===== src/sv/sdl_pkg.sv =====
// Types, constants and codes shared by the strip dedup labeler modules.
package sdl_pkg;

   // Dictionary geometry.
   localparam int MAX_STRIPS      = 256;
   localparam int MAX_STRIP_UNITS = 32;
   localparam int STORE_DEPTH     = MAX_STRIPS * MAX_STRIP_UNITS;
   localparam int STORE_ADDR_W    = $clog2(STORE_DEPTH);
   localparam int IDX_W           = $clog2(MAX_STRIPS);
   localparam int CNT_W           = $clog2(MAX_STRIPS + 1);
   localparam int POS_W           = (MAX_STRIP_UNITS > 1) ? $clog2(MAX_STRIP_UNITS) : 1;
   localparam int LEN_EFF_W       = $clog2(MAX_STRIP_UNITS + 1);

   // Field widths of the transactions.
   localparam int UNIT_W   = 8;
   localparam int LEN_W    = 6;
   localparam int LABEL_W  = 8;
   localparam int COUNT_W  = 9;

   // Register port.
   localparam int CSR_ADDR_W = 3;
   localparam int CSR_DATA_W = 32;
   localparam logic REG_STRIP_LENGTH = 1'b0;
   localparam logic [LEN_W-1:0] STRIP_LENGTH_RESET = LEN_W'(32);

   typedef struct packed {
      logic [UNIT_W-1:0] unit_value;
      logic              first_of_set;
   } req_type;

   typedef struct packed {
      logic [LABEL_W-1:0] strip_label;
      logic               is_new;
      logic               table_full;
      logic [COUNT_W-1:0] distinct_count;
   } rsp_type;

   // Control of the match cell row.
   typedef struct packed {
      logic set_all;
      logic shift;
      logic feed_bit;
   } chain_ctrl_type;

   typedef enum logic [1:0] {
      ST_IDLE,
      ST_SWEEP,
      ST_FINISH
   } state_type;

endpackage


===== src/sv/sdl_match_cell.sv =====
// One match cell: holds the match bit of one dictionary entry.
module sdl_match_cell (
   input  logic clock,
   input  logic reset,
   input  logic set_all,
   input  logic shift,
   input  logic active,
   input  logic tail,
   input  logic neighbor_bit,
   input  logic feed_bit,
   output logic match_bit
);

   logic match_ff;
   logic match_in;

   // Active cells pass their bit toward the head; the tail cell takes the updated bit.
   always_comb begin
      match_in = match_ff;
      if (set_all) begin
         match_in = 1'b1;
      end else if (shift && active) begin
         match_in = tail ? feed_bit : neighbor_bit;
      end
   end

   always_ff @(posedge clock) begin
      if (reset) begin
         match_ff <= 1'b1;
      end else begin
         match_ff <= match_in;
      end
   end

   assign match_bit = match_ff;

endmodule


===== src/sv/sdl_match_chain.sv =====
// Row of match cells that circulates the match vector past the compare point.
module sdl_match_chain (
   input  logic                          clock,
   input  logic                          reset,
   input  sdl_pkg::chain_ctrl_type       ctrl,
   input  logic [sdl_pkg::CNT_W-1:0]     entry_count,
   output logic                          head_bit
);

   import sdl_pkg::*;

   logic [MAX_STRIPS-1:0] bits;

   // The loop closes at the last stored entry, so one lap takes entry_count shifts.
   for (genvar i = 0; i < MAX_STRIPS; i++) begin : g_cell
      logic active;
      logic tail;
      logic neighbor;

      assign active = CNT_W'(i) < entry_count;
      assign tail   = CNT_W'(i + 1) == entry_count;

      if (i == MAX_STRIPS - 1) begin : g_last
         assign neighbor = 1'b1;
      end else begin : g_inner
         assign neighbor = bits[i + 1];
      end

      sdl_match_cell u_cell (
         .clock        (clock),
         .reset        (reset),
         .set_all      (ctrl.set_all),
         .shift        (ctrl.shift),
         .active       (active),
         .tail         (tail),
         .neighbor_bit (neighbor),
         .feed_bit     (ctrl.feed_bit),
         .match_bit    (bits[i])
      );
   end

   assign head_bit = bits[0];

endmodule


===== config.mk =====
export PLATFORM = sky130hd
export DESIGN_NAME = sdl_match_chain
export DESIGN_NICKNAME = d
export VERILOG_FILES = /design/src/sv/sdl_pkg.sv /design/src/sv/sdl_match_cell.sv /design/src/sv/sdl_match_chain.sv
export SDC_FILE = /design/constraint.sdc
export NUM_CORES = 1
export LEC_CHECK = 0
export BUFFER_PORTS_ARGS = -buffer_cell sky130_fd_sc_hd__buf_4
export CELL_PAD_IN_SITES_DETAIL_PLACEMENT = 0
export CELL_PAD_IN_SITES_GLOBAL_PLACEMENT = 1
export CORE_MARGIN = 3
export CORE_UTILIZATION = 53
export CTS_CLUSTER_DIAMETER = 200
export DETAILED_ROUTE_END_ITERATION = 6
export MAX_ROUTING_LAYER = met4
export PLACE_DENSITY_LB_ADDON = 0.1
export SETUP_SLACK_MARGIN = 0.5
export SLEW_MARGIN = 20
export SYNTH_ARGS = -nofsm -noshare
export SYNTH_HDL_FRONTEND = slang
export SYNTH_SLANG_ARGS = --single-unit

===== constraint.sdc =====
create_clock -name clock -period 3.36 [get_ports clock]
set_input_delay 0.168 -clock clock [delete_from_list [all_inputs] [get_ports clock]]
set_output_delay 0.168 -clock clock [all_outputs]
set_load 0.005 [all_outputs]

# After elaboration in Yosys (flattened, before gate mapping)
# Cells that the tools add are included.
# Widths: inputs -> output; s select.
# word_totals
word_cells,1281
inputBits,14
ff_bits,256
out_inout_bits,1
# op_classes
eq_ne,256
reduce_logical,257
n_mux,256
order_cmp,256
# ops
operator,count
$eq 8x9->1 const A,128
$lt 8x9->1 const A,128
$eq 7x9->1 const A,64
$lt 7x9->1 const A,64
$eq 6x9->1 const A,32
$lt 6x9->1 const A,32
$logic_and 1x1->1,256
$mux 1,256
$eq 5x9->1 const A,16
$lt 5x9->1 const A,16
$eq 4x9->1 const A,8
$lt 4x9->1 const A,8
$eq 3x9->1 const A,4
$lt 3x9->1 const A,4
$eq 2x9->1 const A,2
$lt 1x9->1 const A,2
$lt 2x9->1 const A,2
$eq 1x9->1 const A,1
$eq 9x9->1 const A,1
$reduce_or 2->1,1

# Longest topological paths before layout
# Gate-level depths: netlist of the first run.
# depth
depth_word,2
ltp_mapped,9
mapped_depth_nobuf,4

# Modules after synthesis
# Synthesis of the first run repeated with hierarchy kept, for this count alone.
# hier_totals
hier_cells,2097
hier_area_um2,19183.4
# modules_own_cells
mod,area_per_inst_um2,cells_per_inst,instances
sdl_match_cell,60.1,5,256
sdl_match_chain,3808.7,817,1

# Worst setup path after synthesis of the first run
# No wires, ideal clock.
# synth_path
kind,input-to-reg
startpoint,input entry_count[6] (netlist name)
endpoint,register g_cell[30].u_cell.match_ff
path_stages,6
arrival_time_ns,1.635
n_path_buf,3
t_required_ns,3.238
path_slack_ns,1.604
cell_sequence,buf_6 > buf_4 > nor4_2 > buf_2 > mux2_2 > a221o_1
# synth_between
elab_chain_len,2
word_cells_on_any_way,4
# synth_lines
element,line_no,text
"start, declared",sdl_match_chain.sv:6,"input logic [sdl_pkg::CNT_W-1:0] entry_count,"
$lt 5x9->1 or $eq 5x9->1 (tied branches),"sdl_match_chain.sv:20, sdl_match_chain.sv:21",
$logic_and 1x1->1 or $mux 1 (tied branches),"sdl_match_cell.sv:22, sdl_match_cell.sv:23",
"end signal, assigned",sdl_match_cell.sv:31,match_ff <= match_in;
"end, declared",sdl_match_cell.sv:14,logic match_ff;
# Several ways; a longest one is shown, not always the timed one.
# A chain may end at the register's enable or synchronous reset.

# Worst setup path in the final report of the first run
# layout_path
startpoint,input entry_count[7] (netlist name)
endpoint,register g_cell[76].u_cell.match_ff
# layout_between
elab_chain_len,2
word_cells_on_any_way,4
# layout_lines
element,line_no
$lt 7x9->1 or $eq 7x9->1 (tied branches),"sdl_match_chain.sv:20, sdl_match_chain.sv:21"
$logic_and 1x1->1 or $mux 1 (tied branches),"sdl_match_cell.sv:22, sdl_match_cell.sv:23"
"end signal, assigned",sdl_match_cell.sv:31
"end, declared",sdl_match_cell.sv:14
# Several ways; a longest one is shown, not always the timed one.

==> impl_metrics.yaml, run 1 <==
placed_design:
  placer_congestion_estimate: 1.005
  detailedPlacementHpwl_um: 46640
  port_buffers: 14
  placed_cells: 2279
  detailedPlace.worstSlack_ns: 0.6607
critical_path:
  worst_endpoint_data_arrival_time_ns: 2.69
  cp-end-kind: "flop"
  startpoint_class_of_the_critical_path: "input port"
  criticalPathCategory: "input port to flop"
  reg2reg_depth: 4
  worst_ep_required_time_ns: 3.83
  crit_path_max_fanout: 61
sta:
  fin_crit_sh: 0.6619
  maxSlewViolCount: 0
  clock_skew_ns: 0.02219
  setup_ws_ns: 1.136
  grt_setup_unrepaired: "false"
  worst_pin_slew_ns: 1.115
  fmax_ghz: 0.4497
  fin_tns_setup_ns: 0
  worst_slew_margin_rel: 0.2564
  hold_violations: 0
  layout_min_cycle_time_ns: 2.224
  setup_viol_count_final: 0
finish:
  area.growth.synth_to_final_pct: 7.346
  largest_reg_flops: 256
  final_layout_size_suffix_gt1_frac: 0.1264
  final_core_utilization: 0.5815
  finish.cell_count_without_fillers: 2335
  finalNetCount: 1932
worst_hold_path:
  hold_path_class: "input port to flop"
  hold_depth: 3
floorplanning:
  chip_height_um: 183.3
  starting_density_of_the_core: 0.5417
  rows: 64
  dieArea_um2: 33590
  core_region_area_um2: 30750
  ios: 15
  die_width_um: 183.3
power:
  pwr-share-comb: 0.162
  clock_power_share: 0.436
  net_switching_component_of_the_power_w: 0.002377
  power.share.sequential: 0.402
  power_per_cell_area_nw_per_um2: 440.0
  internal-power_w: 0.005491
  netSwitchingFraction: 0.3021
  ir_worst_vdd_uv: 387.2
  static-leakage-power_nw: 6.210
drt:
  drc: 2
  firstDrtPassIters: 7
  drt.antenna.violating_nets: 0
  routed_wire_length_per_instance_um: 31.52
  drt_iter0_drc: 2995
  vias_per_cell: 7.618
  num_vias: 17790
  wirelength_um: 73610
job:
  timing.max_cap.violations: 0
logic_synthesis:
  synth_cells: 2027
  synth_largest_type_area_fraction: 0.3077
  yosys_register_bits: 256
  netlist-cell-type-count: 88
  synthesis.yosys.warnings: 0
  synthesis.area_um2: 16660
  synthArstFlopShare: 0
  synthFlopType: "sky130_fd_sc_hd__dfxtp_1"
  synth.net_count: 2041
  post-synth-top-count-cell: "sky130_fd_sc_hd__dfxtp_1"
  synthTopCellsByArea: "sky130_fd_sc_hd__dfxtp_1 31%, sky130_fd_sc_hd__mux2i_1 9.3%, sky130_fd_sc_hd__o211ai_1 6.4%"
  synth.cells.most_frequent: "256 x sky130_fd_sc_hd__dfxtp_1, 157 x sky130_fd_sc_hd__nor3_1, 155 x sky130_fd_sc_hd__mux2i_1"
  synth_edf_count: 0
  seq_total_area_yosys: 0.3077
  post-synth-top-area-cell: "sky130_fd_sc_hd__dfxtp_1"
  synth.avg_cell_area_um2: 8.218
grt:
  track_usage: 0.4362
  grt_overflow: 0
  first_pass_grt_wire_length_um: 108500
  grt_antenna_before_repair: 2
  via_count_of_the_first_global_routing_pass: 16330
  grt_max_degree: 109
clocking:
  ctsLongestPathBuffers: 3
  postcts_setup_bufs: 0
  library_cell_used_as_clock_root_buffer: "sky130_fd_sc_hd__clkbuf_16"
  cts_buffers: 31
  cts.htree.levels: 1
  cts_sinks: 256
  post_cts_hold_buffer_count: 2
  tritoncts_clock_tree: "done"
  number_of_cells_upsized_or_downsized_after_cts: 0
  worst_setup_hold_path_clk_slew_ns: 0.06
  worst_skew_pair.late_latency_ns: 0.58
outcome:
  status: "finished, violations left"
  violations_in_the_final_reports: "design-rule violations"
final cells by class:
class                           instances  area, um2
Fill cell                            2859      12870
Multi-Input combinational cell       1497      10260
Sequential cell                       256       5125
Tap cell                              396      495.5
Timing Repair Buffer                  116      929.6
Inverter                               16      60.06
Clock buffer                           45      888.4
Clock inverter                          8      121.4
Antenna cell                            1      2.502
power by group through the flow:
stage                     combinational [W]  sequential (W)  clock (W)
final                               0.00127         0.00316    0.00343
after global routing                0.00131         0.00317    0.00356
after CTS                           0.00120         0.00316    0.00343
after detailed placement            0.00120         0.00323          0
after global placement              0.00118         0.00323          0
after floorplan                    0.000785         0.00321          0
cell usage in the layout, fill, tap and decap left out, drive strengths merged, types with 14 or more instances in the layout:
cell,netlist,final
inv,16,16
nand4,27,27
o31a,14,14
buf,123,114
a31oi,64,64
and4,17,17
o21ai,149,149
clkbuf,135,45
a211oi,37,37
a21oi,89,89
dfxtp,256,256
nor3,174,174
o31ai,33,33
a41oi,25,25
mux2i,155,155
o311ai,26,26
o22ai,14,14
nor2,60,60
nand2,122,122
nand3,74,74
o211ai,143,143
and3,19,19
path summary, 6_finish.rpt:
check                                                start                                  endpoint  slack, ns
hold reg to reg   g_cell[19].u_cell.match_bit$_SDFFE_PP1P_  g_cell[19].u_cell.match_bit$_SDFFE_PP1P_       0.47
setup reg to reg  g_cell[86].u_cell.match_bit$_SDFFE_PP1P_  g_cell[85].u_cell.match_bit$_SDFFE_PP1P_       2.29
hold / removal                                     ctrl[1]  g_cell[28].u_cell.match_bit$_SDFFE_PP1P_       0.09
setup / recovery                            entry_count[7]  g_cell[76].u_cell.match_bit$_SDFFE_PP1P_       1.14
critical path, stage by stage:
cell and delay, ns:
sky130_fd_sc_hd__buf_4 0.34, sky130_fd_sc_hd__or4b_1 0.91, sky130_fd_sc_hd__nor3_1 0.55, sky130_fd_sc_hd__mux2_2 0.40, sky130_fd_sc_hd__a211o_1 0.28
cell families after synthesis:
| family | share of synthesized area |
|---|---|
| muxes | 0.09855 |
| buffers and inverters | 0.07864 |
| DFF | 0.3077 |
| AOI/OAI and AO/OA | 0.2856 |
| and+or+nand+nor | 0.2296 |
layer usage:
layer	part of all wire	global-route usage	vias to the layer above	wire, um
met4	0.073	0.2596	0	5399
met1	0.39	0.5780	8538	28890
met3	0.13	0.1208	322	9813
met2	0.40	0.5884	1278	29500
met5	0	-	-	0
li1	-	-	7650	-
metrics by stage:
stage                     total power [W]  instance area (um2)  hold WS (ns)
after floorplan                  0.003998                16660        0.4345
after global placement           0.004409                16850        0.4208
after detailed placement         0.004424                16850        0.4309
after CTS                        0.007794                17880       0.06694
after global routing             0.008038                17880        0.1159
final                            0.007868                17880       0.09162
Power figures use the tool's default switching activity.
==> run 2: changes to the inputs <==
ABC_AREA = 1   (was unset)
CORE_UTILIZATION = 45   (was 53)
clock period = 2.2 ns   (was 3.36 ns; I/O delays follow)
==> run 2 against run 1 <==
Against the previous run:
- the flow now finishes without violations
- clock power is 66% higher
- die area grew 12%
- routed wire length grew 12%
- sequential cell count did not move
- critical path type unchanged
- synthesized area is 4.2% lower
- global-route usage shrank 0.053 points
- first-iteration DRC count fell by 11%
- clock-buffer cell count grew 7
- critical path depth rose by 6
- utilization decreased by 3.4 points
- synthesized cell count increased by 33%
==> impl_metrics.yaml, run 2 <==
finish:
  multi_input_area_um2: 9405
  filler_cell_count: 3543
  most-common-layout-cells: "768 x sky130_fd_sc_hd__nand2_1, 409 x sky130_fd_sc_hd__nand3_1, 292 x sky130_fd_sc_hd__nor2_1"
  largest_reg_flops: 256
  most_frequent_standard_cell_in_the_layout_excluding_fill_and_tap_cells: "sky130_fd_sc_hd__nand2_1"
  finalNetCount: 2838
  finish.cell_count_without_fillers: 3303
  final_core_utilization: 0.5475
  final_layout_size_suffix_gt1_frac: 0.1107
  register_area_um2: 5125
  area.growth.synth_to_final_pct: 19.14
logic_synthesis:
  post-synth-top-count-cell: "sky130_fd_sc_hd__nand2_1"
  netlist-cell-type-count: 25
  synthesis.yosys.warnings: 0
  synth.avg_cell_area_um2: 5.906
  synth.cells.most_frequent: "770 x sky130_fd_sc_hd__nand2_1, 409 x sky130_fd_sc_hd__nand3_1, 294 x sky130_fd_sc_hd__nor2_1"
  synth_largest_type_area_fraction: 0.3213
  yosys_register_bits: 256
  synth.mux.area_fraction: 0
  synth_top_family_by_area: "simple AND/OR/NAND/NOR gates"
  post_synth_xor_area_fraction: 0
  synthArstFlopShare: 0
  synth_edf_count: 0
  synth_cells: 2701
  synthTopCellsByArea: "sky130_fd_sc_hd__dfxtp_1 32%, sky130_fd_sc_hd__nand2_1 18%, sky130_fd_sc_hd__nand3_1 13%"
  synthAdderAreaFrac: 0
  synth_compound_area_frac: 0.1778
  synthFlopType: "sky130_fd_sc_hd__dfxtp_1"
  post_synth_and_or_nand_nor_area_fraction: 0.4108
  synthesis.area_um2: 15950
  post-synth-top-area-cell: "sky130_fd_sc_hd__dfxtp_1"
  seq_total_area_yosys: 0.3213
  synth.net_count: 2715
clocking:
  worst_setup_hold_path_clk_slew_ns: 0.06
  tritoncts_clock_tree: "done"
  postcts_setup_bufs: 0
  library_cell_used_as_clock_root_buffer: "sky130_fd_sc_hd__clkbuf_16"
  cts_buffers: 34
  cts_sinks: 256
  ctsLongestPathBuffers: 3
  worst_skew_pair.late_latency_ns: 0.56
  cts.htree.levels: 2
drt:
  vias_per_cell: 6.103
  wirelength_um: 82640
  firstDrtPassIters: 6
  num_vias: 20160
  routed_wire_length_per_instance_um: 25.02
  drc: 0
  drt.antenna.violating_nets: 0
  drt_iter0_drc: 2680
floorplanning:
  dieArea_um2: 37750
  rows: 68
  ios: 15
  die_width_um: 194.3
  chip_height_um: 194.3
  starting_density_of_the_core: 0.4596
  core_region_area_um2: 34710
worst_hold_path:
  hold_depth: 4
  hold_path_class: "input port to flop"
  hold-path-endpoint: "g_cell[62].u_cell.match_bit$_SDFFE_PP1P_"
  worst_hold_startpoint: "ctrl[1]"
critical_path:
  cp.buffers_inverters: 5
  cp-end-kind: "flop"
  criticalPathCategory: "input port to flop"
  r2r_start: "g_cell[123].u_cell.match_bit$_SDFFE_PP1P_"
  critical_path.top_delay_family: "simple AND/OR/NAND/NOR gates"
  startpoint_class_of_the_critical_path: "input port"
  crit-reg2reg-capture: "g_cell[122].u_cell.match_bit$_SDFFE_PP1P_"
  crit_path_top_delay_cell: "sky130_fd_sc_hd__nor2_1"
  crit_cells: 11
  worst_endpoint_data_arrival_time_ns: 2.09
  worst_ep_required_time_ns: 2.60
  cp_cell_sequence: "buf_4 > inv_1 > nor2_1 > nand2_1 > buf_4 > nor2_1 > inv_1 > nand2_1 > inv_1 > nand2_1 > nand3_1"
  cpPeakStageDelay_ns: 0.35
  reg2reg_depth: 5
  crit_path_max_fanout: 15
  regToRegSetupSlack_ns: 1.14
placed_design:
  port_buffers: 14
  placed_cells: 3242
  placer_congestion_estimate: 1.070
  detailedPlacementHpwl_um: 59620
sta:
  setup_viol_count_final: 0
  layout_min_cycle_time_ns: 1.697
  hold_violations: 0
  worst_pin_slew_ns: 0.8142
  fin_crit_sh: 0.7712
  grt_setup_unrepaired: "true"
  clock_skew_ns: 0.01329
  fin_worst_hold_slack_ns: 0.05502
  fin_tns_setup_ns: 0
  fmax_ghz: 0.5894
  worst_slew_margin_rel: 0.4572
  maxSlewViolCount: 0
job:
  timing.max_cap.violations: 0
grt:
  via_count_of_the_first_global_routing_pass: 18590
  grt_overflow: 0
  grt_max_degree: 134
  track_usage: 0.4357
  grtUsageMet2: 0.6086
  grt.met3_usage: 0.1093
  grt_use_met1: 0.5777
  grt_antenna_before_repair: 1
  busiest_layer: "met2"
  first_pass_grt_wire_length_um: 120300
power:
  static-leakage-power_nw: 8.819
  ir_worst_vdd_uv: 677.9
  power_per_cell_area_nw_per_um2: 674.2
outcome:
  status: "finished clean"
## run 2: cell types whose count changed after synthesis, moves of 108 or more
cell	before	now
sky130_fd_sc_hd__nand2_1	122	770
sky130_fd_sc_hd__nand3_1	73	409
sky130_fd_sc_hd__nor2_1	57	294
sky130_fd_sc_hd__inv_1	14	208
sky130_fd_sc_hd__mux2i_1	155	0
sky130_fd_sc_hd__nor3_1	157	9
sky130_fd_sc_hd__o21ai_0	139	272
sky130_fd_sc_hd__o211ai_1	143	18
sky130_fd_sc_hd__a21oi_1	89	197
## run 2: worst max-delay path by stage
stage,slack [ns],to,startpoint
6_report,0.50,g_cell[226].u_cell.match_bit$_SDFFE_PP1P_,entry_count[1]
3_3_place_gp,0.03,g_cell[20].u_cell.match_bit$_SDFFE_PP1P_,entry_count[3]
2_1_floorplan,0.76,g_cell[148].u_cell.match_bit$_SDFFE_PP1P_,ctrl[1]
5_1_grt,0.50,g_cell[155].u_cell.match_bit$_SDFFE_PP1P_,entry_count[8]
3_5_place_dp,0.04,g_cell[20].u_cell.match_bit$_SDFFE_PP1P_,entry_count[3]
4_1_cts,0.61,g_cell[20].u_cell.match_bit$_SDFFE_PP1P_,entry_count[3]
## run 2: tightest hold or removal path, delay by kind of cell
kind,cells,cell delay (ns)
simple gates,3,0.30
buf+inv,1,0.17
## run 2: power breakdown
part	total (W)	switching [W]	internal [W]
logic	0.00219	0.00153	0.000659
clock network	0.00569	0.00224	0.00345
registers	0.00493	0.000105	0.00482
## run 2: stage by stage
step	cell area (um2)	total power [W]	setup WS (ns)
5_1_grt	19000	0.01316	0.4954
3_3_place_gp	17870	0.007080	0.03043
2_1_floorplan	15950	0.006217	0.7555
6_report	19010	0.01281	0.5033
3_5_place_dp	17870	0.007111	0.03660
4_1_cts	19000	0.01275	0.6117
## run 2: cells by family after synthesis
kind of cell    Yosys count
compound gates          535
flops                   256
buf+inv                 356
simple gates           1554
## run 2: final cells by class
| type | count | share of cell area |
|---|---|---|
| clock inverter | 6 | 0.004740 |
| tap | 455 | 0.02995 |
| antenna | 2 | 0.0002633 |
| sequential | 256 | 0.2697 |
| clock buffer | 52 | 0.05418 |
| timing repair buffer | 226 | 0.1032 |
| multi-input combinational | 2089 | 0.4949 |
| inverter | 217 | 0.04312 |
## run 2: metal layers
metal	up-vias	share of wire	wire (um)
met5	-	0	0
met4	0	0.066	5477
met3	304	0.12	10270
met2	1316	0.40	33180
met1	9392	0.41	33720
li1	9147	-	-
## run 2: timing repair
| action | 4_1_cts | 5_1_grt |
|---|---|---|
| gates resized for setup | 0 | 3 |
| hold buffers | 1 | 0 |
| endpoints found under the hold margin | 1 | 0 |
| endpoints found under the setup margin | 0 | 4 |
